## config.mk

```make
export PLATFORM = sky130hd
export DESIGN_NAME = wu_antialiased_line_2bit
export DESIGN_NICKNAME = d
export VERILOG_FILES = /design/src/rtl/core/wal_pkg.sv /design/src/rtl/core/wal_front.sv /design/src/rtl/core/wal_fifo.sv /design/src/rtl/core/wal_div.sv /design/src/rtl/core/wal_back.sv /design/src/rtl/core/wu_antialiased_line_2bit.sv
export VERILOG_INCLUDE_DIRS = /design/src /design/src/rtl/core
export SDC_FILE = /design/constraint.sdc
export NUM_CORES = 1
export LEC_CHECK = 0
export BUFFER_PORTS_ARGS = -buffer_cell sky130_fd_sc_hd__buf_2
export CORE_MARGIN = 4
export CORE_UTILIZATION = 50
export DETAILED_ROUTE_END_ITERATION = 10
export PLACE_DENSITY = 0.67
export SLEW_MARGIN = 15
export SYNTH_ARGS = -nofsm -noshare
export SYNTH_HDL_FRONTEND = slang
export SYNTH_HIERARCHICAL = 1
export SYNTH_SLANG_ARGS = --single-unit
```

## constraint.sdc

```tcl
create_clock -name clk -period 6.6 [get_ports clk]
set_input_delay 0.33 -clock clk [delete_from_list [all_inputs] [get_ports clk]]
set_output_delay 0.33 -clock clk [all_outputs]
set_load 0.005 [all_outputs]
```

## src/rtl/core/wu_antialiased_line_2bit_defines.svh

```systemverilog
// Assertion macros shared by the antialiased line rasteriser modules.
`ifndef WU_ANTIALIASED_LINE_2BIT_DEFINES_SVH
`define WU_ANTIALIASED_LINE_2BIT_DEFINES_SVH

// Check an expression on every clock edge outside reset.
`define WAL_ASSERT_ALWAYS(lbl, expr, msg) \
  lbl: assert property (@(posedge clk) disable iff (!rst_n) (expr)) \
    else $error(msg);

// Check that an antecedent implies a consequent in the same cycle.
`define WAL_ASSERT_IMPLY(lbl, ante, cons, msg) \
  lbl: assert property (@(posedge clk) disable iff (!rst_n) (ante) |-> (cons)) \
    else $error(msg);

`endif

```

## src/rtl/core/wal_pkg.sv

```systemverilog
// Package: widths, command and status types for the antialiased line rasteriser.
`default_nettype none

package wal_pkg;

  localparam int COORD_BITS     = 8;
  localparam int FRAC_BITS      = 16;
  localparam int LEVEL_BITS     = 2;
  localparam int RUN_BITS       = COORD_BITS + 1;
  localparam int QUEUE_DEPTH    = 2;
  localparam int QUEUE_PTR_BITS = $clog2(QUEUE_DEPTH);
  localparam int QUEUE_CNT_BITS = $clog2(QUEUE_DEPTH + 1);
  localparam int DIV_CNT_BITS   = $clog2(FRAC_BITS + 1);

  typedef logic [COORD_BITS-1:0] coord_t;
  typedef logic [FRAC_BITS-1:0]  frac_t;
  typedef logic [LEVEL_BITS-1:0] level_t;
  typedef logic [RUN_BITS-1:0]   run_t;

  localparam level_t LEVEL_MAX = '1;

  typedef enum logic [1:0] {
    CMD_ADVANCE = 2'd0,
    CMD_SPAN    = 2'd1,
    CMD_LINE    = 2'd2
  } cmd_kind_t;

  typedef struct packed {
    cmd_kind_t kind;
    coord_t    px;
    coord_t    py;
    coord_t    fx;
    coord_t    fy;
    coord_t    major;
    coord_t    minor;
    logic      y_major;
    logic      x_neg;
    logic      vert;
  } cmd_t;

  typedef struct packed {
    logic full;
    logic empty;
  } q_status_t;

  typedef struct packed {
    logic busy;
    logic done;
  } div_status_t;

endpackage

`default_nettype wire

```

## src/rtl/core/wal_front.sv

```systemverilog
// Front end: accept input transactions, order endpoints and classify them into commands.
`default_nettype none

module wal_front (
  input  logic               clk,
  input  logic               rst_n,
  input  logic               in_valid,
  output logic               in_stall,
  input  logic               in_action,
  input  wal_pkg::coord_t    in_start_x,
  input  wal_pkg::coord_t    in_start_y,
  input  wal_pkg::coord_t    in_end_x,
  input  wal_pkg::coord_t    in_end_y,
  output logic               push,
  output wal_pkg::cmd_t      cmd,
  input  wal_pkg::q_status_t q_status
);
  import wal_pkg::*;

  logic   cmd_valid_r, cmd_valid_nxt;
  cmd_t   cmd_r, cmd_nxt, dec;
  logic   accept, swap, x_neg, y_major;
  coord_t x0, y0, x1, y1, dx, dy;

  always_comb begin
    swap    = in_start_y > in_end_y;
    x0      = swap ? in_end_x : in_start_x;
    y0      = swap ? in_end_y : in_start_y;
    x1      = swap ? in_start_x : in_end_x;
    y1      = swap ? in_start_y : in_end_y;
    dy      = y1 - y0;
    x_neg   = x1 < x0;
    dx      = x_neg ? (x0 - x1) : (x1 - x0);
    y_major = dy > dx;

    dec.kind    = in_action ? CMD_ADVANCE :
                  ((dx == '0) || (dy == '0)) ? CMD_SPAN : CMD_LINE;
    dec.px      = ((dx != '0) && (dy == '0) && x_neg) ? x1 : x0;
    dec.py      = y0;
    dec.fx      = x1;
    dec.fy      = y1;
    dec.major   = y_major ? dy : dx;
    dec.minor   = y_major ? dx : dy;
    dec.y_major = y_major;
    dec.x_neg   = x_neg;
    dec.vert    = dx == '0;
  end

  assign in_stall = cmd_valid_r && q_status.full;
  assign accept   = in_valid && !in_stall;
  assign push     = cmd_valid_r && !q_status.full;
  assign cmd      = cmd_r;

  always_comb begin
    cmd_valid_nxt = accept || (cmd_valid_r && !push);
    cmd_nxt       = accept ? dec : cmd_r;
  end

  always_ff @(posedge clk) begin
    if (!rst_n) begin
      cmd_valid_r <= 1'b0;
    end else begin
      cmd_valid_r <= cmd_valid_nxt;
    end
  end

  always_ff @(posedge clk) begin
    cmd_r <= cmd_nxt;
  end

endmodule

`default_nettype wire

```

## src/rtl/core/wal_fifo.sv

```systemverilog
// Command queue between the front end and the back end.
`default_nettype none
`include "wu_antialiased_line_2bit_defines.svh"

module wal_fifo (
  input  logic               clk,
  input  logic               rst_n,
  input  logic               push,
  input  wal_pkg::cmd_t      din,
  input  logic               pop,
  output wal_pkg::cmd_t      dout,
  output wal_pkg::q_status_t status
);
  import wal_pkg::*;

  cmd_t                      mem_r [QUEUE_DEPTH];
  logic [QUEUE_PTR_BITS-1:0] wr_ptr_r, wr_ptr_nxt, rd_ptr_r, rd_ptr_nxt;
  logic [QUEUE_CNT_BITS-1:0] cnt_r, cnt_nxt;
  logic                      do_push, do_pop;

  assign status.full  = cnt_r == QUEUE_CNT_BITS'(QUEUE_DEPTH);
  assign status.empty = cnt_r == '0;
  assign do_push      = push && !status.full;
  assign do_pop       = pop && !status.empty;
  assign dout         = mem_r[rd_ptr_r];

  always_comb begin
    wr_ptr_nxt = wr_ptr_r;
    rd_ptr_nxt = rd_ptr_r;
    if (do_push) begin
      wr_ptr_nxt = (wr_ptr_r == QUEUE_PTR_BITS'(QUEUE_DEPTH - 1)) ? '0 :
                   wr_ptr_r + QUEUE_PTR_BITS'(1);
    end
    if (do_pop) begin
      rd_ptr_nxt = (rd_ptr_r == QUEUE_PTR_BITS'(QUEUE_DEPTH - 1)) ? '0 :
                   rd_ptr_r + QUEUE_PTR_BITS'(1);
    end
    case ({do_push, do_pop})
      2'b10:   cnt_nxt = cnt_r + QUEUE_CNT_BITS'(1);
      2'b01:   cnt_nxt = cnt_r - QUEUE_CNT_BITS'(1);
      default: cnt_nxt = cnt_r;
    endcase
  end

  always_ff @(posedge clk) begin
    if (!rst_n) begin
      wr_ptr_r <= '0;
      rd_ptr_r <= '0;
      cnt_r    <= '0;
    end else begin
      wr_ptr_r <= wr_ptr_nxt;
      rd_ptr_r <= rd_ptr_nxt;
      cnt_r    <= cnt_nxt;
    end
  end

  always_ff @(posedge clk) begin
    if (do_push) begin
      mem_r[wr_ptr_r] <= din;
    end
  end

  `WAL_ASSERT_ALWAYS(a_cnt_bound, cnt_r <= QUEUE_CNT_BITS'(QUEUE_DEPTH), "queue overfilled")
  `WAL_ASSERT_IMPLY(a_no_pop_empty, pop, !status.empty, "pop from empty queue")

endmodule

`default_nettype wire

```

## src/rtl/core/wal_div.sv

```systemverilog
// Restoring divider: slope fraction minor * 2^FRAC_BITS / major, one quotient bit a cycle.
`default_nettype none

module wal_div (
  input  logic                 clk,
  input  logic                 rst_n,
  input  logic                 start,
  input  wal_pkg::coord_t      minor,
  input  wal_pkg::coord_t      major,
  output wal_pkg::div_status_t status,
  output wal_pkg::frac_t       quotient
);
  import wal_pkg::*;

  coord_t                  rem_r, rem_nxt, div_r, div_nxt;
  frac_t                   quo_r, quo_nxt;
  logic [DIV_CNT_BITS-1:0] cnt_r, cnt_nxt;
  logic                    done_r, done_nxt;
  logic [COORD_BITS:0]     shifted, diff;
  logic                    ge;

  assign status.busy = cnt_r != '0;
  assign status.done = done_r;
  assign quotient    = quo_r;

  always_comb begin
    shifted  = {rem_r, 1'b0};
    diff     = shifted - {1'b0, div_r};
    ge       = shifted >= {1'b0, div_r};
    rem_nxt  = rem_r;
    div_nxt  = div_r;
    quo_nxt  = quo_r;
    cnt_nxt  = cnt_r;
    done_nxt = 1'b0;
    if (start) begin
      rem_nxt = (minor == major) ? '0 : minor;
      div_nxt = major;
      quo_nxt = '0;
      cnt_nxt = DIV_CNT_BITS'(FRAC_BITS);
    end else if (status.busy) begin
      rem_nxt  = ge ? diff[COORD_BITS-1:0] : shifted[COORD_BITS-1:0];
      quo_nxt  = {quo_r[FRAC_BITS-2:0], ge};
      cnt_nxt  = cnt_r - DIV_CNT_BITS'(1);
      done_nxt = cnt_r == DIV_CNT_BITS'(1);
    end
  end

  always_ff @(posedge clk) begin
    if (!rst_n) begin
      cnt_r  <= '0;
      done_r <= 1'b0;
    end else begin
      cnt_r  <= cnt_nxt;
      done_r <= done_nxt;
    end
  end

  always_ff @(posedge clk) begin
    rem_r <= rem_nxt;
    div_r <= div_nxt;
    quo_r <= quo_nxt;
  end

endmodule

`default_nettype wire

```

## src/rtl/core/wal_back.sv

```systemverilog
// Back end: line stepping state, slope divider and the registered result stage.
`default_nettype none
`include "wu_antialiased_line_2bit_defines.svh"

module wal_back (
  input  logic               clk,
  input  logic               rst_n,
  input  wal_pkg::cmd_t      q_cmd,
  input  wal_pkg::q_status_t q_status,
  output logic               pop,
  output logic               out_valid,
  input  logic               out_stall,
  output wal_pkg::coord_t    out_pixel_x,
  output wal_pkg::coord_t    out_pixel_y,
  output wal_pkg::level_t    out_color_index,
  output wal_pkg::run_t      out_run_length,
  output logic               out_run_vertical,
  output logic               out_last_of_line
);
  import wal_pkg::*;

  typedef enum logic [1:0] {
    ST_READY  = 2'b01,
    ST_DIVIDE = 2'b10
  } back_state_t;

  back_state_t state_r, state_nxt;
  logic        active_r, active_nxt, y_major_r, y_major_nxt, x_neg_r, x_neg_nxt;
  logic        comp_r, comp_nxt;
  frac_t       acc_r, acc_nxt, adj_r, adj_nxt, sum;
  coord_t      cx_r, cx_nxt, cy_r, cy_nxt, steps_r, steps_nxt, fx_r, fx_nxt;
  coord_t      fy_r, fy_nxt, cx_step, nx, ny;
  level_t      lw_r, lw_nxt, nlw;
  logic        carry, load_ok, div_start;
  div_status_t div_status;
  frac_t       quotient;

  logic        out_valid_r, out_valid_nxt, res_valid;
  coord_t      px_r, py_r, res_px, res_py;
  level_t      col_r, res_col;
  run_t        len_r, res_len;
  logic        vert_r, last_r, res_vert, res_last;

  function automatic coord_t x_step(input coord_t x, input logic neg);
    x_step = neg ? (x - COORD_BITS'(1)) : (x + COORD_BITS'(1));
  endfunction

  wal_div u_div (
    .clk      (clk),
    .rst_n    (rst_n),
    .start    (div_start),
    .minor    (q_cmd.minor),
    .major    (q_cmd.major),
    .status   (div_status),
    .quotient (quotient)
  );

  assign load_ok = !out_valid_r || !out_stall;
  assign pop     = (state_r == ST_READY) && !q_status.empty && load_ok;

  always_comb begin
    sum     = acc_r + adj_r;
    carry   = sum <= acc_r;
    cx_step = x_step(cx_r, x_neg_r);
    nx      = y_major_r ? (carry ? cx_step : cx_r) : cx_step;
    ny      = y_major_r ? (cy_r + COORD_BITS'(1)) :
              (carry ? (cy_r + COORD_BITS'(1)) : cy_r);
    nlw     = sum[FRAC_BITS-1 -: LEVEL_BITS];
  end

  always_comb begin
    state_nxt   = state_r;
    active_nxt  = active_r;
    y_major_nxt = y_major_r;
    x_neg_nxt   = x_neg_r;
    comp_nxt    = comp_r;
    acc_nxt     = acc_r;
    adj_nxt     = adj_r;
    cx_nxt      = cx_r;
    cy_nxt      = cy_r;
    steps_nxt   = steps_r;
    fx_nxt      = fx_r;
    fy_nxt      = fy_r;
    lw_nxt      = lw_r;
    div_start   = 1'b0;
    res_valid   = 1'b0;
    res_px      = cx_r;
    res_py      = cy_r;
    res_col     = LEVEL_MAX;
    res_len     = RUN_BITS'(1);
    res_vert    = 1'b0;
    res_last    = 1'b0;

    if (pop) begin
      case (q_cmd.kind)
        CMD_SPAN: begin
          active_nxt = 1'b0;
          comp_nxt   = 1'b0;
          x_neg_nxt  = q_cmd.x_neg;
          res_valid  = 1'b1;
          res_px     = q_cmd.px;
          res_py     = q_cmd.py;
          res_len    = RUN_BITS'(q_cmd.major) + RUN_BITS'(1);
          res_vert   = q_cmd.vert;
          res_last   = 1'b1;
        end
        CMD_LINE: begin
          active_nxt  = 1'b1;
          comp_nxt    = 1'b0;
          y_major_nxt = q_cmd.y_major;
          x_neg_nxt   = q_cmd.x_neg;
          acc_nxt     = '0;
          steps_nxt   = q_cmd.major - COORD_BITS'(1);
          cx_nxt      = q_cmd.px;
          cy_nxt      = q_cmd.py;
          fx_nxt      = q_cmd.fx;
          fy_nxt      = q_cmd.fy;
          lw_nxt      = '0;
          div_start   = 1'b1;
          state_nxt   = ST_DIVIDE;
          res_valid   = 1'b1;
          res_px      = q_cmd.px;
          res_py      = q_cmd.py;
        end
        CMD_ADVANCE: begin
          if (active_r) begin
            res_valid = 1'b1;
            if (comp_r) begin
              comp_nxt = 1'b0;
              res_px   = y_major_r ? cx_step : cx_r;
              res_py   = y_major_r ? cy_r : (cy_r + COORD_BITS'(1));
              res_col  = LEVEL_MAX - (lw_r ^ LEVEL_MAX);
            end else if (steps_r != '0) begin
              acc_nxt   = sum;
              cx_nxt    = nx;
              cy_nxt    = ny;
              lw_nxt    = nlw;
              steps_nxt = steps_r - COORD_BITS'(1);
              comp_nxt  = 1'b1;
              res_px    = nx;
              res_py    = ny;
              res_col   = LEVEL_MAX - nlw;
            end else begin
              active_nxt = 1'b0;
              res_px     = fx_r;
              res_py     = fy_r;
              res_last   = 1'b1;
            end
          end
        end
        default: begin
          res_valid = 1'b0;
        end
      endcase
    end

    if ((state_r == ST_DIVIDE) && div_status.done) begin
      adj_nxt   = quotient;
      state_nxt = ST_READY;
    end
  end

  always_comb begin
    out_valid_nxt = out_valid_r;
    if (res_valid) begin
      out_valid_nxt = 1'b1;
    end else if (!out_stall) begin
      out_valid_nxt = 1'b0;
    end
  end

  always_ff @(posedge clk) begin
    if (!rst_n) begin
      state_r     <= ST_READY;
      active_r    <= 1'b0;
      y_major_r   <= 1'b0;
      x_neg_r     <= 1'b0;
      comp_r      <= 1'b0;
      acc_r       <= '0;
      adj_r       <= '0;
      cx_r        <= '0;
      cy_r        <= '0;
      steps_r     <= '0;
      fx_r        <= '0;
      fy_r        <= '0;
      lw_r        <= '0;
      out_valid_r <= 1'b0;
    end else begin
      state_r     <= state_nxt;
      active_r    <= active_nxt;
      y_major_r   <= y_major_nxt;
      x_neg_r     <= x_neg_nxt;
      comp_r      <= comp_nxt;
      acc_r       <= acc_nxt;
      adj_r       <= adj_nxt;
      cx_r        <= cx_nxt;
      cy_r        <= cy_nxt;
      steps_r     <= steps_nxt;
      fx_r        <= fx_nxt;
      fy_r        <= fy_nxt;
      lw_r        <= lw_nxt;
      out_valid_r <= out_valid_nxt;
    end
  end

  always_ff @(posedge clk) begin
    if (res_valid) begin
      px_r   <= res_px;
      py_r   <= res_py;
      col_r  <= res_col;
      len_r  <= res_len;
      vert_r <= res_vert;
      last_r <= res_last;
    end
  end

  assign out_valid        = out_valid_r;
  assign out_pixel_x      = px_r;
  assign out_pixel_y      = py_r;
  assign out_color_index  = col_r;
  assign out_run_length   = len_r;
  assign out_run_vertical = vert_r;
  assign out_last_of_line = last_r;

  `WAL_ASSERT_IMPLY(a_div_active, state_r == ST_DIVIDE, active_r, "dividing with no line")
  `WAL_ASSERT_IMPLY(a_busy_state, div_status.busy, state_r == ST_DIVIDE, "divider runs unowned")
  `WAL_ASSERT_IMPLY(a_load_free, res_valid, load_ok, "result overwrites a held transaction")

endmodule

`default_nettype wire

```

## src/rtl/core/wu_antialiased_line_2bit.sv

```systemverilog
// Top level of the 2-bit antialiased line rasteriser.
//
//   channel | direction | handshake            | payload
//   --------+-----------+----------------------+---------------------------------------------
//   in_     | input     | in_valid / in_stall   | action, start_x/y, end_x/y
//   out_    | output    | out_valid / out_stall | pixel_x/y, color_index, run_length,
//           |           |                      | run_vertical, last_of_line
//
// Advance transactions and spans sustain one transaction a cycle once the pipeline is full and
// out_stall is low. A sloped line start occupies the back end while the restoring divider forms
// the slope; queued transactions wait behind it.
// From input to result a transaction passes the front register, the queue and the result register.
// Reset is synchronous, active low, and clears all control state; no clearing pass.
// Either side may stall at will; a two-entry queue decouples front and back.
`default_nettype none

module wu_antialiased_line_2bit (
  input  logic            clk,
  input  logic            rst_n,
  input  logic            in_valid,
  output logic            in_stall,
  input  logic            in_action,
  input  wal_pkg::coord_t in_start_x,
  input  wal_pkg::coord_t in_start_y,
  input  wal_pkg::coord_t in_end_x,
  input  wal_pkg::coord_t in_end_y,
  output logic            out_valid,
  input  logic            out_stall,
  output wal_pkg::coord_t out_pixel_x,
  output wal_pkg::coord_t out_pixel_y,
  output wal_pkg::level_t out_color_index,
  output wal_pkg::run_t   out_run_length,
  output logic            out_run_vertical,
  output logic            out_last_of_line
);
  import wal_pkg::*;

  logic      push, pop;
  cmd_t      front_cmd, q_cmd;
  q_status_t q_status;

  wal_front u_front (
    .clk        (clk),
    .rst_n      (rst_n),
    .in_valid   (in_valid),
    .in_stall   (in_stall),
    .in_action  (in_action),
    .in_start_x (in_start_x),
    .in_start_y (in_start_y),
    .in_end_x   (in_end_x),
    .in_end_y   (in_end_y),
    .push       (push),
    .cmd        (front_cmd),
    .q_status   (q_status)
  );

  wal_fifo u_fifo (
    .clk    (clk),
    .rst_n  (rst_n),
    .push   (push),
    .din    (front_cmd),
    .pop    (pop),
    .dout   (q_cmd),
    .status (q_status)
  );

  wal_back u_back (
    .clk              (clk),
    .rst_n            (rst_n),
    .q_cmd            (q_cmd),
    .q_status         (q_status),
    .pop              (pop),
    .out_valid        (out_valid),
    .out_stall        (out_stall),
    .out_pixel_x      (out_pixel_x),
    .out_pixel_y      (out_pixel_y),
    .out_color_index  (out_color_index),
    .out_run_length   (out_run_length),
    .out_run_vertical (out_run_vertical),
    .out_last_of_line (out_last_of_line)
  );

endmodule

`default_nettype wire

```

; Yosys cells after proc, flatten, opt, wreduce, memory -nomap -nowiden
; Memories as Yosys holds them, arrays and structs flattened. A register that Yosys moved wholly into a read port is not among the register bits.
; Index checks and enable logic that the tools add are counted.
[word_totals]
ram_bits = 106
register_bits = 206
inputBits = 37
mem_count = 1
word_cells = 202
rom_bits = 0
out_inout_bits = 31
latchBits = 0
[op_classes]
n_eq_ne = 13
n_bitwise = 3
magnitude_cmp = 5
n_reduce_logical = 43
add_sub_neg = 18
shift = 0
div_mod_pow = 0
muxes = 79
multipliers = 0
[mem_list]
columns = memory, depth, width, rd, rd_ports_with_merged_regs, wr, line_no
row1 = u_fifo.mem_r, 2, 53, 1, 1, 1, wal_fifo.sv:16  ; cmd_t mem_r [QUEUE_DEPTH];
[ops]
columns = op, count
row1 = 2-to-1 mux 8 bit, 36
row2 = case mux 8 bit (2 select lines), 5
row3 = 2-to-1 mux 16 bit, 3
row4 = case mux 16 bit (2 select lines), 1
row5 = subtractor 8 bit, 4
row6 = subtractor 8 x 1 -> 8 bit (second input constant), 3
row7 = 2-to-1 mux 1 bit, 20
row8 = adder 16 bit, 1
row9 = adder 8 x 1 -> 8 bit (second input constant), 2
row10 = > comparator 8 bit, 2
row11 = less-or-equal comparator 16 bit, 1
row12 = zero test 8 bit, 2
row13 = nonzero test 8 bit, 2
row14 = 2-to-1 mux 2 bit, 6
row15 = logical AND 1 bit, 11
row16 = 2-to-1 mux 5 bit, 2
row17 = adder 8 x 1 -> 9 bit (second input constant), 1
row18 = >= comparator 9 x 8 -> 1 bit, 1
row19 = equality test 2 bit (second input constant), 4
row20 = equality test 8 bit, 1
row21 = less-than comparator 8 bit, 1
row22 = case mux 2 bit (2 select lines), 2
row23 = AND reduction 2 bit, 4
row24 = nonzero test 2 bit, 4
row25 = 22 further kinds, 42

; Logic depth before layout (Yosys ltp)
; Gate-level depths: netlist (run 1).
[logic_depth]
word_depth = 9
ltp_mapped = 27
depth_no_buf = 23

; By module
; Netlist (run 1), hierarchy kept.
[modules_own_cells]
columns = mod, seq_area_each_um2, instances, cells_per_inst, area_each_um2
row1 = wal_back, 2452.4, 1, 852, 6954.2
row2 = wal_front, 1611.5, 1, 448, 4370.4
row3 = wal_fifo, 3283.1, 1, 191, 4046.4
row4 = wal_div, 920.9, 1, 223, 2024.4

; Worst setup path after synthesis (run 1)
; Ideal clock, no wire load.
[synth_timing]
path_kind = input -> register
startpoint = in in_end_y[3]
endpoint = reg u_front.cmd_r (netlist bit u_front/cmd[6]), data pin
path_buffers = 5
arrival_ps = 4949
setup_slack_ps = 1380
setup_ps = 271
path_stages = 26
required_time_ps = 6329
cell_sequence = inv_1 ha_1 buf_2 and2_1 o21ai_2 a21o_1 a21oi_2 clkbuf_8 clkbuf_8 buf_2 a21oi_1 ha_1 a2111o_1 a21boi_0 a211oi_2 a31oi_2 a31oi_1 xor2_1 ha_1 and4_1 a21oi_1 nand2_1 a31oi_1 a31oi_4 buf_6 mux2i_1
[synth_rtl]
columns = item, line_no
row1 = from (decl), wu_antialiased_line_2bit.sv:26  ; input wal_pkg::coord_t in_end_y,
row2 = to (signal assigned), wal_front.sv:68  ; cmd_r <= cmd_nxt;
row3 = to (decl), wal_front.sv:21  ; cmd_t cmd_r, cmd_nxt, dec;

==> results.md, run 1 <==
* Crit Path Class: in -> reg
* Drt first pass iters at 5
* Worst skew pair latency at 0.51 ns
* Syn-to-layout area delta at 9.926%
* Most common cell on crit path: ha_1
* Core area at 34460 sq um
* Yosys reg bits at 311
* Global Route Usage Sum at 21.27%
* DRC at 0
* Sink Count at 311
* Status: complete, no violations
* Largest net degree at the start of global routing at 54
* Vias in the first global route at 12500
* Leak at 7.147 nW
* Maximum clock path buffer count at 3
* Nets at 1860
* Hold_buf cts at 0
* Tcrit/Tclk final at 79.72%
* Arrival time worst endpoint at 5.50 ns
* Post-CTS sizing at 0
* CP required at 6.84 ns
* Drt total wl at 41350 microns
* Sequential Power Share at 41.0%
* Final Cell Area at 19120 sq um
* Initial Util at 50.48%
* Max FO, Critical Path at 15
* Synth cell types at 108
* Internal at 4.349 mW
* Post-route ant nets at 0
* Netlist Area Pre-Place at 17400 sq um
* Drt first-iter violations at 1193
* RSZ-0062 raised after global routing: false
* Fin. max-slew vios at 0
* Initial antenna violation count at 0
* DR vias at 13170
* # fillers at 3004
* Routed length per instance at 18.57 microns
* Slowest stage delay, CP at 0.53 ns
* Layout Cells excl Fill at 2226
* Sum Neg Setup Slack at 0 ns
* Switch Pwr at 2.074 mW
* CP Capture Type: flop
* Register area share after synthesis at 47.53%
* Fmax at 190.1 MHz
* H-Tree Depth at 2
* Die width at 194.5 microns
* Post-detail-place hpwl at 29040 microns
* Worst-path clk slew at 0.06 ns
* DIE AREA at 37840 sq um
* Slew @ Worst Pin at 1.179 ns
* Overflow after GRT at 0
* Slew margin rel. at 21.26%
* Pwr dens at 335.9 nW/um^2
* TritonCTS buffer count at 34
* DP Area at 17950 sq um
* Fin Clk Skew at 0.01529 ns
* GPL Wtd Cong at 0.8933
* Post-Syn Area per Cell at 10.15 sq um
* Row count at 68
* Hold WC Path Type: in -> reg
* R2r setup slk at 1.34 ns
* Final Setup Violations at 0
* Final Hold Viols at 0
* Gate power share at 28.4%
* Layout cells sized above 1 at 14.62%
* ANT cells at 0
* Synth warn at 6
* Period minus WS final at 5.261 ns
* Async SR Flop Fraction at 0%
* Post-Synthesis Cells at 1714
* CTS tree: done
* Clock power share at 30.6%
* Root buf cell: clkbuf_16
* EDFF count, synth at 204
* Syn nets at 1828
* Setup crit start kind: input port
* Number of vias per cell at 5.915
* First-pass GRT wire length at 66860 microns
* Ports at 68
* Sw Ratio at 32.29%
* Max cap viols at 0
* Slowest cell on the critical path: a21boi_0
* Worst-path cell chain: buf_2 -> inv_1 -> ha_1 -> and2_1 -> o21ai_2 -> a21o_1 -> a21oi_2 -> nor2_1 -> a21oi_1 -> ha_1 -> a2111o_1 -> a21boi_0 -> a211oi_2 -> a31oi_2 -> a31oi_1 -> xor2_1 -> ha_1 -> and4_1 -> a21oi_1 -> nand2_1 -> a31oi_1 -> a31oi_4 -> mux2i_1
* Placed Cells at 2165
* Post-CTS setup buffers at 0
* Die Y at 194.5 microns
* IO Port Bufs at 67
* Fin util at 55.49%
* VDD IR-drop max at 0.1844 mV
* Most used DFF post-synth: edfxtp_1
through the flow:
stage | setup slack [ns] | power (mW) | hold WS (ns)
floorplan | 1.380 | 4.008 | 0.4215
global placement | 1.002 | 4.427 | 0.4239
detailed placement | 0.8730 | 4.471 | 0.4296
CTS | 1.357 | 6.456 | 0.03311
global route | 0.9162 | 6.780 | 0.05006
finish | 1.339 | 6.423 | 0.05243
worst max-delay path, delay by kind of cell:
kind / cells / cell delay [ns]
fa+ha+maj: 3 / 1.03
mux: 1 / 0.20
compound gates: 12 / 2.75
simple gates: 4 / 0.68
buf+inv: 2 / 0.15
xor+xnor: 1 / 0.37
placed cells by master, fill, tap and decap left out, types with 7 or more instances in the layout:
cell / count
nand2_1: 210
edfxtp_1: 204
a21oi_1: 126
nor2_1: 123
dfxtp_1: 106
o21ai_0: 89
inv_1: 81
ha_1: 74
buf_2: 67
mux2_2: 56
xnor2_1: 37
clkbuf_16: 35
mux2i_1: 33
xor2_1: 32
nand3_1: 31
nor3_1: 29
a22oi_1: 27
a211oi_1: 22
nor2b_1: 22
a31oi_1: 22
o221ai_1: 21
buf_4: 15
a21o_1: 14
and2_1: 13
nand2b_1: 12
and3_1: 11
nand4_1: 11
or3_1: 10
clkinv_2: 8
o31ai_1: 8
o31a_1: 8
o21a_1: 8
nor3b_1: 7
o211ai_1: 7
a221oi_1: 7
routing by layer:
layer  global-route usage, %  wire length [microns]  vias up
met2                   32.84                  18340      438
met3                   3.276                   2243       74
met1                   30.97                  19570     6274
met5                       0                      0        -
met4                   6.797                   1197        0
li1                        -                      -     6381
synthesized netlist by cell type (32+ instances only):
| master | count | area share (%) |
|---|---|---|
| xor2_1 | 32 | 1.6 |
| mux2i_1 | 33 | 1.9 |
| clkbuf_1 | 45 | 0.97 |
| inv_1 | 82 | 1.8 |
| a21oi_1 | 126 | 3.6 |
| edfxtp_1 | 204 | 35 |
| mux2_2 | 56 | 3.6 |
| ha_1 | 74 | 5.3 |
| nand2_1 | 210 | 4.5 |
| dfxtp_1 | 107 | 12 |
| o21ai_0 | 89 | 2.6 |
| xnor2_1 | 37 | 1.9 |
| nor2_1 | 124 | 2.7 |
flip-flops by register name (all words and copies together) (netlist names), 2 cells and up, named ones only:
name	count
u_back/out_pixel_y	8
u_back/u_div/rem_r	8
u_back/acc_r	16
u_back/u_div/cnt_r	5
u_fifo/cnt_r	2
u_front/cmd	53
u_back/out_color_index	2
u_back/fy_r	8
u_back/fx_r	8
u_back/steps_r	8
u_back/state_r	2
u_back/adj_r	16
u_fifo/mem_r	106
u_back/out_run_length	9
u_back/u_div/div_r	8
u_back/cy_r	8
u_back/cx_r	8
u_back/out_pixel_x	8
u_back/u_div/quotient	16
cell type report:
cell class,instances,area (sq um),share of cell area [%]
multi-input combinational,1230,8338,43.60
sequential,311,8269,43.24
clock buffer,42,922.1,4.822
tap,455,569.3,2.977
timing repair buffer,82,447.9,2.342
inverter,87,329.1,1.721
clock inverter,19,246.5,1.289
kinds of logic after synthesis:
logic type | after synthesis | share of synthesized area, %
AND/OR/NAND/NOR | 524 | 14.31
buffers and inverters | 173 | 4.632
XOR/XNOR | 69 | 3.474
multiplexers | 97 | 6.279
flip-flops | 311 | 47.53
adder cells (fa/ha/maj) | 83 | 6.020
AO/OA/AOI/OAI | 457 | 17.75
power groups by stage:
| stage | combinational, mW | sequential, mW | clock (mW) |
|---|---|---|---|
| 2_1_floorplan | 1.41 | 2.60 | 0 |
| 3_3_place_gp | 1.77 | 2.66 | 0 |
| 3_5_place_dp | 1.80 | 2.67 | 0 |
| 4_1_cts | 1.81 | 2.63 | 2.01 |
| 5_1_grt | 2.02 | 2.66 | 2.10 |
| 6_report | 1.83 | 2.63 | 1.97 |
worst paths after layout:
kind                                       from                    end  cells after the start
worst max-delay path                in_end_y[3]         u_front/cmd[5]                     23
worst min-delay path                   in_valid    u_front/cmd_valid_r                      2
worst max register to register  u_back/acc_r[0]  u_back/out_pixel_y[5]                     17
worst min register to register  u_front/cmd[31]    u_fifo/mem_r[1][31]                      0
Power figures use the tool's default switching activity.
==> inputs of run 2 (changes only) <==
PLACE_DENSITY = 0.69   (was 0.67)
clock period = 4.75 ns   (was 6.6 ns; I/O delays follow)
==> run 2 against run 1 <==
Utilization increased by 1.4 points. Setup slack got worse by 1.1 ns. Clock skew is 0.0013 ns higher. Final cell count rose by 2.6%. Highest routed layer unchanged. Critical path type is now reg -> reg. Design area is 2.5% higher. Critical endpoint is now u_back/out_pixel_y[1]. Combinational power up 48%. Sequential cell count is the same. Non-clock buffer count grew 54.
==> results.md, run 2 (synthesized netlist as in run 1, its figures left out) <==
* DP Area at 18360 sq um (+2.3%)
* DRC at 0 (unchanged)
* DIE AREA at 37840 sq um (unchanged)
* Leak at 7.387 nW (+3.4%)
* TritonCTS buffer count at 35 (+2.9%)
* Setup crit start kind: flop
* Sink Count at 311 (unchanged)
* Place WS at -0.2234 ns (-1.096 ns)
* Final Setup Violations at 0 (unchanged)
* Core area at 34460 sq um (unchanged)
* Initial Util at 50.48% (unchanged)
* GPL Wtd Cong at 0.9248 (+3.5%)
* RSZ-0062 raised after global routing: false
* Vias in the first global route at 12710 (+1.7%)
* Slew margin rel. at 32.07% (+11 points)
* CP required at 4.99 ns (-1.85 ns)
* DR vias at 13320 (+1.1%)
* Post-route ant nets at 0 (unchanged)
* Drt total wl at 42240 microns (+2.1%)
* Arrival time worst endpoint at 4.71 ns (-0.79 ns)
* Largest Register: u_fifo/mem_r
* Period minus WS final at 4.472 ns
* Final WS setup at 0.2780 ns (-1.061 ns)
* Final Hold Viols at 0 (unchanged)
* Syn-to-layout area delta at 12.68%
* # fillers at 2924 (-2.7%)
* Clock power share at 29.3% (-1.3 points)
* Die width at 194.5 microns (unchanged)
* Root buf cell: clkbuf_16
* Ports at 68 (unchanged)
* Buf/Inv on CP at 3 (+1)
* Gate power share at 30.2% (+1.8 points)
* CP delay by family, top: compound AO/OA/AOI/OAI gates
* Overflow after GRT at 0 (unchanged)
* Number of vias per cell at 5.834 (-1.4%)
* Sequential cell area at 8269 sq um (unchanged)
* Initial antenna violation count at 0 (unchanged)
* Maximum clock path buffer count at 3 (unchanged)
* Fmax at 223.6 MHz
* Tcrit/Tclk final at 94.15%
* Hold WC Path Type: in -> reg
* IO Port Bufs at 67 (unchanged)
* Nets at 1915 (+3.0%)
* Sequential Power Share at 40.5% (-0.5 points)
* Max FO, Critical Path at 11 (-4)
* Fin Clk Skew at 0.01658 ns (+0.001294 ns)
* Layout cells sized above 1 at 17.40% (+2.8 points)
* Worst-path clk slew at 0.06 ns (about the same)
* Largest net degree at the start of global routing at 54 (unchanged)
* Routed length per instance at 18.50 microns (-0.40%)
* Slew @ Worst Pin at 1.015 ns (-0.1643 ns)
* Die Y at 194.5 microns (unchanged)
* Design Power at 8.987 mW (+40%)
* Sw Ratio at 32.46% (+0.17 points)
* Row count at 68 (unchanged)
* H-Tree Depth at 2 (unchanged)
* Post-detail-place hpwl at 29980 microns (+3.2%)
* Commonest non-fill, non-tap cell in the layout: nand2_1
* CP Capture Type: flop
* Commonest non-fill, non-tap cells in the layout: 210 x nand2_1, 204 x edfxtp_1, 125 x a21oi_1
* Max cap viols at 0 (unchanged)
* ANT cells at 0 (unchanged)
* Final Cell Area at 19600 sq um (+2.5%)
* Status: complete, no violations
* Area of the multi-input gates at 8417 sq um (+0.95%)
* Drt first-iter violations at 1194 (+0.084%)
* Crit Path Class: reg -> reg
* Largest register FFs at 106 (unchanged)
* Worst skew pair latency at 0.51 ns (about the same)
* CTS tree: done
* Global Route Usage Sum at 21.65% (+0.38 points)
* VDD IR-drop max at 0.2920 mV (+58%)
* Slowest cell on the critical path: o31a_4
* Internal at 6.070 mW (+40%)
* Worst-path cell chain: ha_1 -> inv_1 -> fa_1 -> nor2b_1 -> o21ai_0 -> a21boi_0 -> buf_4 -> o21ba_2 -> or2_2 -> a21oi_2 -> xnor2_1 -> ha_1 -> nand3_1 -> nor2_1 -> o31a_1 -> o31a_4 -> buf_4 -> nand2_1 -> a31oi_1 -> a221o_1
* Pwr dens at 458.5 nW/um^2 (+37%)
* Drt first pass iters at 6 (+1)
* First-pass GRT wire length at 67930 microns (+1.6%)
* Slowest stage delay, CP at 0.42 ns (-0.11 ns)
* Fin. max-slew vios at 0 (unchanged)
* Switch Pwr at 2.917 mW (+41%)
-- run 2: power by group through the flow --
stage / Sequential [mW] / Clock (mW) / Combinational, mW
detailed placement: 3.70 / 0 / 2.66
CTS: 3.65 / 2.69 / 2.68
floorplan: 3.62 / 0 / 1.98
global route: 3.69 / 2.81 / 2.99
finish: 3.64 / 2.63 / 2.71
global placement: 3.68 / 0 / 2.59
-- run 2: final cells by class --
cell class              count  area share (%)
clock buffers              49           5.049
clock inverters            15          0.7468
inverters                  87           1.679
multi-input cells        1230           42.94
flip-flops and latches    311           42.19
well taps                 455           2.904
repair buffers            136           4.494
-- run 2: layer usage --
layer	part of all wire (%)	vias to the layer above	global-route usage (%)
li1	-	6487	-
met2	47	427	35.37
met3	5.3	56	2.791
met1	46	6348	30.86
met5	0	-	0
met4	2.0	0	5.391
-- run 2: timing repair --
| action | 4_1_cts | 5_1_grt |
|---|---|---|
| setup buffers | 0 | 5 |
| pin swaps | 0 | 2 |
| hold buffers | 1 | 0 |
| hold endpoints to repair | 1 | 0 |
| endpoints found under the setup margin | 10 | 34 |
| gates resized for setup | 2 | 4 |
-- run 2: per-stage QoR --
stage	instances	utilization [%]	setup TNS [ns]	hold slack [ns]
floorplan	1714	-	0	0.3551
global placement	2213	53.28	-0.2625	0.4250
detailed placement	2213	53.28	-3.309	0.4304
CTS	2278	56.64	0	0.04486
global route	2283	56.88	0	0.06070
finish	2283	56.88	0	0.06279
-- run 2: worst paths after layout --
kind                         from                     to  slack [ns]  depth (start not counted)
hold / removal          in_action        u_front/cmd[51]        0.06                          2
hold reg to reg   u_front/cmd[27]    u_fifo/mem_r[1][27]        0.44                          0
setup / recovery  u_back/acc_r[0]  u_back/out_pixel_y[1]        0.28                         20
setup reg to reg  u_back/acc_r[0]  u_back/out_pixel_y[1]        0.28                         20
==> inputs of run 3 (changes only) <==
BUFFER_PORTS_ARGS = not set   (was -buffer_cell sky130_fd_sc_hd__buf_2)
CTS_BUF_LIST = sky130_fd_sc_hd__clkbuf_4   (was not set)
DONT_BUFFER_PORTS = 1   (was not set)
PLACE_DENSITY = 0.68   (was 0.69)
==> run 3 against run 2 <==
First-iteration DRC count up 0.17%. Final cell count rose by 2.6%. Setup slack lost 0.041 ns. Non-clock buffer count decreased by 24. Utilization is 0.17 points higher. Design area up 0.29%. Global-route usage up 0.71 points. Sequential cell count stayed put. Critical path type unchanged. Largest cell class unchanged. Largest power group unchanged.
==> results.md, run 3 (synthesized netlist as in run 1, its figures left out) <==
* Final Setup Violations at 0 (unchanged)
* DR vias at 13570 (+1.9%)
* Core area at 34460 sq um (unchanged)
* VDD IR-drop max at 0.2044 mV (-30%)
* CP required at 5.18 ns (+0.19 ns)
* Fin Clk Skew at 0.04943 ns (+0.03285 ns)
* Row count at 68 (unchanged)
* Hold WC Path Type: in -> reg
* Fin. max-slew vios at 0 (unchanged)
* CTS tree: done
* Routed length per instance at 18.76 microns (+1.4%)
* Status: complete, no violations
* Crit Path Class: reg -> reg
* Reg2reg path depth at 20 (unchanged)
* Period minus WS final at 4.513 ns (+0.04091 ns)
* Crit Reg-Reg Startpoint: u_back/acc_r[0]
* Arrival time worst endpoint at 4.94 ns (+0.23 ns)
* Global Route Usage Sum at 22.37% (+0.71 points)
* Reg2reg end: u_back/out_pixel_x[1]
* Worst skew pair latency at 0.71 ns (+0.20 ns)
* Pwr dens at 440.9 nW/um^2 (-3.8%)
* Max cap viols at 0 (unchanged)
* Maximum clock path buffer count at 3 (unchanged)
* Commonest non-fill, non-tap cells in the layout: 210 x nand2_1, 204 x edfxtp_1, 124 x a21oi_1
* Slew margin rel. at 27.92% (-4.2 points)
* Drt first-iter violations at 1196 (+0.17%)
* DIE AREA at 37840 sq um (unchanged)
* Crit path to: u_back/out_pixel_x[1]
* Leak at 7.387 nW (about the same)
* Largest net degree at the start of global routing at 65 (+20%)
* Sink Count at 311 (unchanged)
* Fmax at 221.6 MHz (-0.91%)
* Ports at 68 (unchanged)
* Initial antenna violation count at 2 (+2)
* Overflow after GRT at 0 (unchanged)
* Tcrit/Tclk final at 95.01% (+0.86 points)
* WHS Path Cells at 3 (+1)
* Fin util at 57.05% (+0.17 points)
* R2r setup slk at 0.24 ns (-0.04 ns)
* H-Tree Depth at 3 (+1)
* First-pass GRT wire length at 69660 microns (+2.5%)
* Drt first pass iters at 6 (unchanged)
* DRC at 0 (unchanged)
* Largest register FFs at 106 (unchanged)
* TritonCTS buffer count at 79 (+130%)
* Die Y at 194.5 microns (unchanged)
* Layout cells sized above 1 at 17.19% (-0.21 points)
* Syn-to-layout area delta at 13.01%
* Critical path startpoint: u_back/acc_r[0]
* Worst-path clk slew at 0.07 ns (about the same)
* Final Hold Viols at 0 (unchanged)
* Commonest non-fill, non-tap cell in the layout: nand2_1
* Vias in the first global route at 13140 (+3.4%)
* Post-route ant nets at 0 (unchanged)
* Nets at 1936 (+1.1%)
* Post-detail-place hpwl at 30360 microns (+1.3%)
* Number of vias per cell at 5.795 (-0.65%)
* Slew @ Worst Pin at 1.077 ns (+0.06213 ns)
* Worst Hold Margin at 0.08372 ns (+0.02093 ns)
* GPL Wtd Cong at 0.9054 (-2.1%)
* Die width at 194.5 microns (unchanged)
* Design Power at 8.667 mW (-3.6%)
* Setup crit start kind: flop
* Largest Register: u_fifo/mem_r
* Drt total wl at 43940 microns (+4.0%)
* Initial Util at 50.48% (unchanged)
* CP Capture Type: flop
* IO Port Bufs at 0 (-100%)
* Root buf cell: clkbuf_4
* Max FO, Critical Path at 5 (-6)
## run 3: cell types whose count changed in the layout (fill, tap and decap cells not counted), sizes merged
cell and change:
clkinv +8, o311ai +1, clkbuf +73, diode +2, buf -73, dlygate4sd3 +49, clkinvlp -1
## run 3: where the power goes
group | internal [mW] | total (mW) | switching [mW] | leakage (nW)
clock | 1.28 | 2.34 | 1.06 | 0.628
sequential | 3.42 | 3.67 | 0.247 | 2.79
combinational | 1.05 | 2.65 | 1.61 | 3.97
## run 3: final cells by class
class                           instances  area (sq um)
Fill cell                            2956         14800
Clock inverter                         22         153.9
Timing Repair Buffer                  112         991.0
Clock buffer                          122         915.9
Sequential cell                       311          8269
Tap cell                              455         569.3
Multi-Input combinational cell       1231          8426
Antenna cell                            2         5.005
Inverter                               87         329.1
## run 3: what timing repair did
action / 4_1_cts / 5_1_grt
endpoints found under the setup margin: 1 / 32
pin swaps: 0 / 3
hold buffers: 51 / 0
cloned: 0 / 1
setup buffers: 0 / 8
endpoints found under the hold margin: 64 / 0
resized for setup: 1 / 6
## run 3: worst max-delay path: stages (launching register included)
cell and delay, ns:
dfxtp_1 0.35, ha_1 0.24, inv_1 0.08, fa_1 0.20, nor2b_1 0.05, o21ai_0 0.21
a21boi_0 0.13, buf_4 0.17, o21ba_2 0.22, or2_2 0.32, a21oi_2 0.18, xnor2_1 0.09
ha_1 0.28, nand3_1 0.16, nor4_4 0.29, o31a_1 0.39, o311ai_4 0.15, buf_12 0.18
mux2i_1 0.15, a21oi_1 0.08, a221o_1 0.30
## run 3: stage by stage
step / instances / setup WS, ns / setup TNS (ns) / area, sq um
global placement: 2136 / -0.08225 / -0.08225 / 17950
finish: 2342 / 0.2371 / 0 / 19660
floorplan: 1714 / 0.01116 / 0 / 17450
detailed placement: 2136 / -0.07221 / -0.7318 / 17950
global route: 2342 / -0.02089 / -0.03939 / 19660
CTS: 2331 / 0.008805 / 0 / 19540
## run 3: how the worst min path moves through the flow
stage / from / endpoint / slack [ns]
floorplan: rst_n / u_front/cmd_valid_r / 0.36
global placement: rst_n / u_back/state_r[0] / 0.33
detailed placement: rst_n / u_back/state_r[0] / 0.33
CTS: in_end_y[3] / u_front/cmd[22] / 0.005
global route: in_end_y[3] / u_front/cmd[22] / 0.03
finish: in_end_y[0] / u_front/cmd[3] / 0.08
## run 3: layer usage
metal	up-vias	GRT usage, %	wire length, microns
met5	-	0	0
met4	0	7.734	1207
met3	91	3.969	2713
met2	446	35.88	20450
met1	6440	30.81	19570
li1	6596	-	-
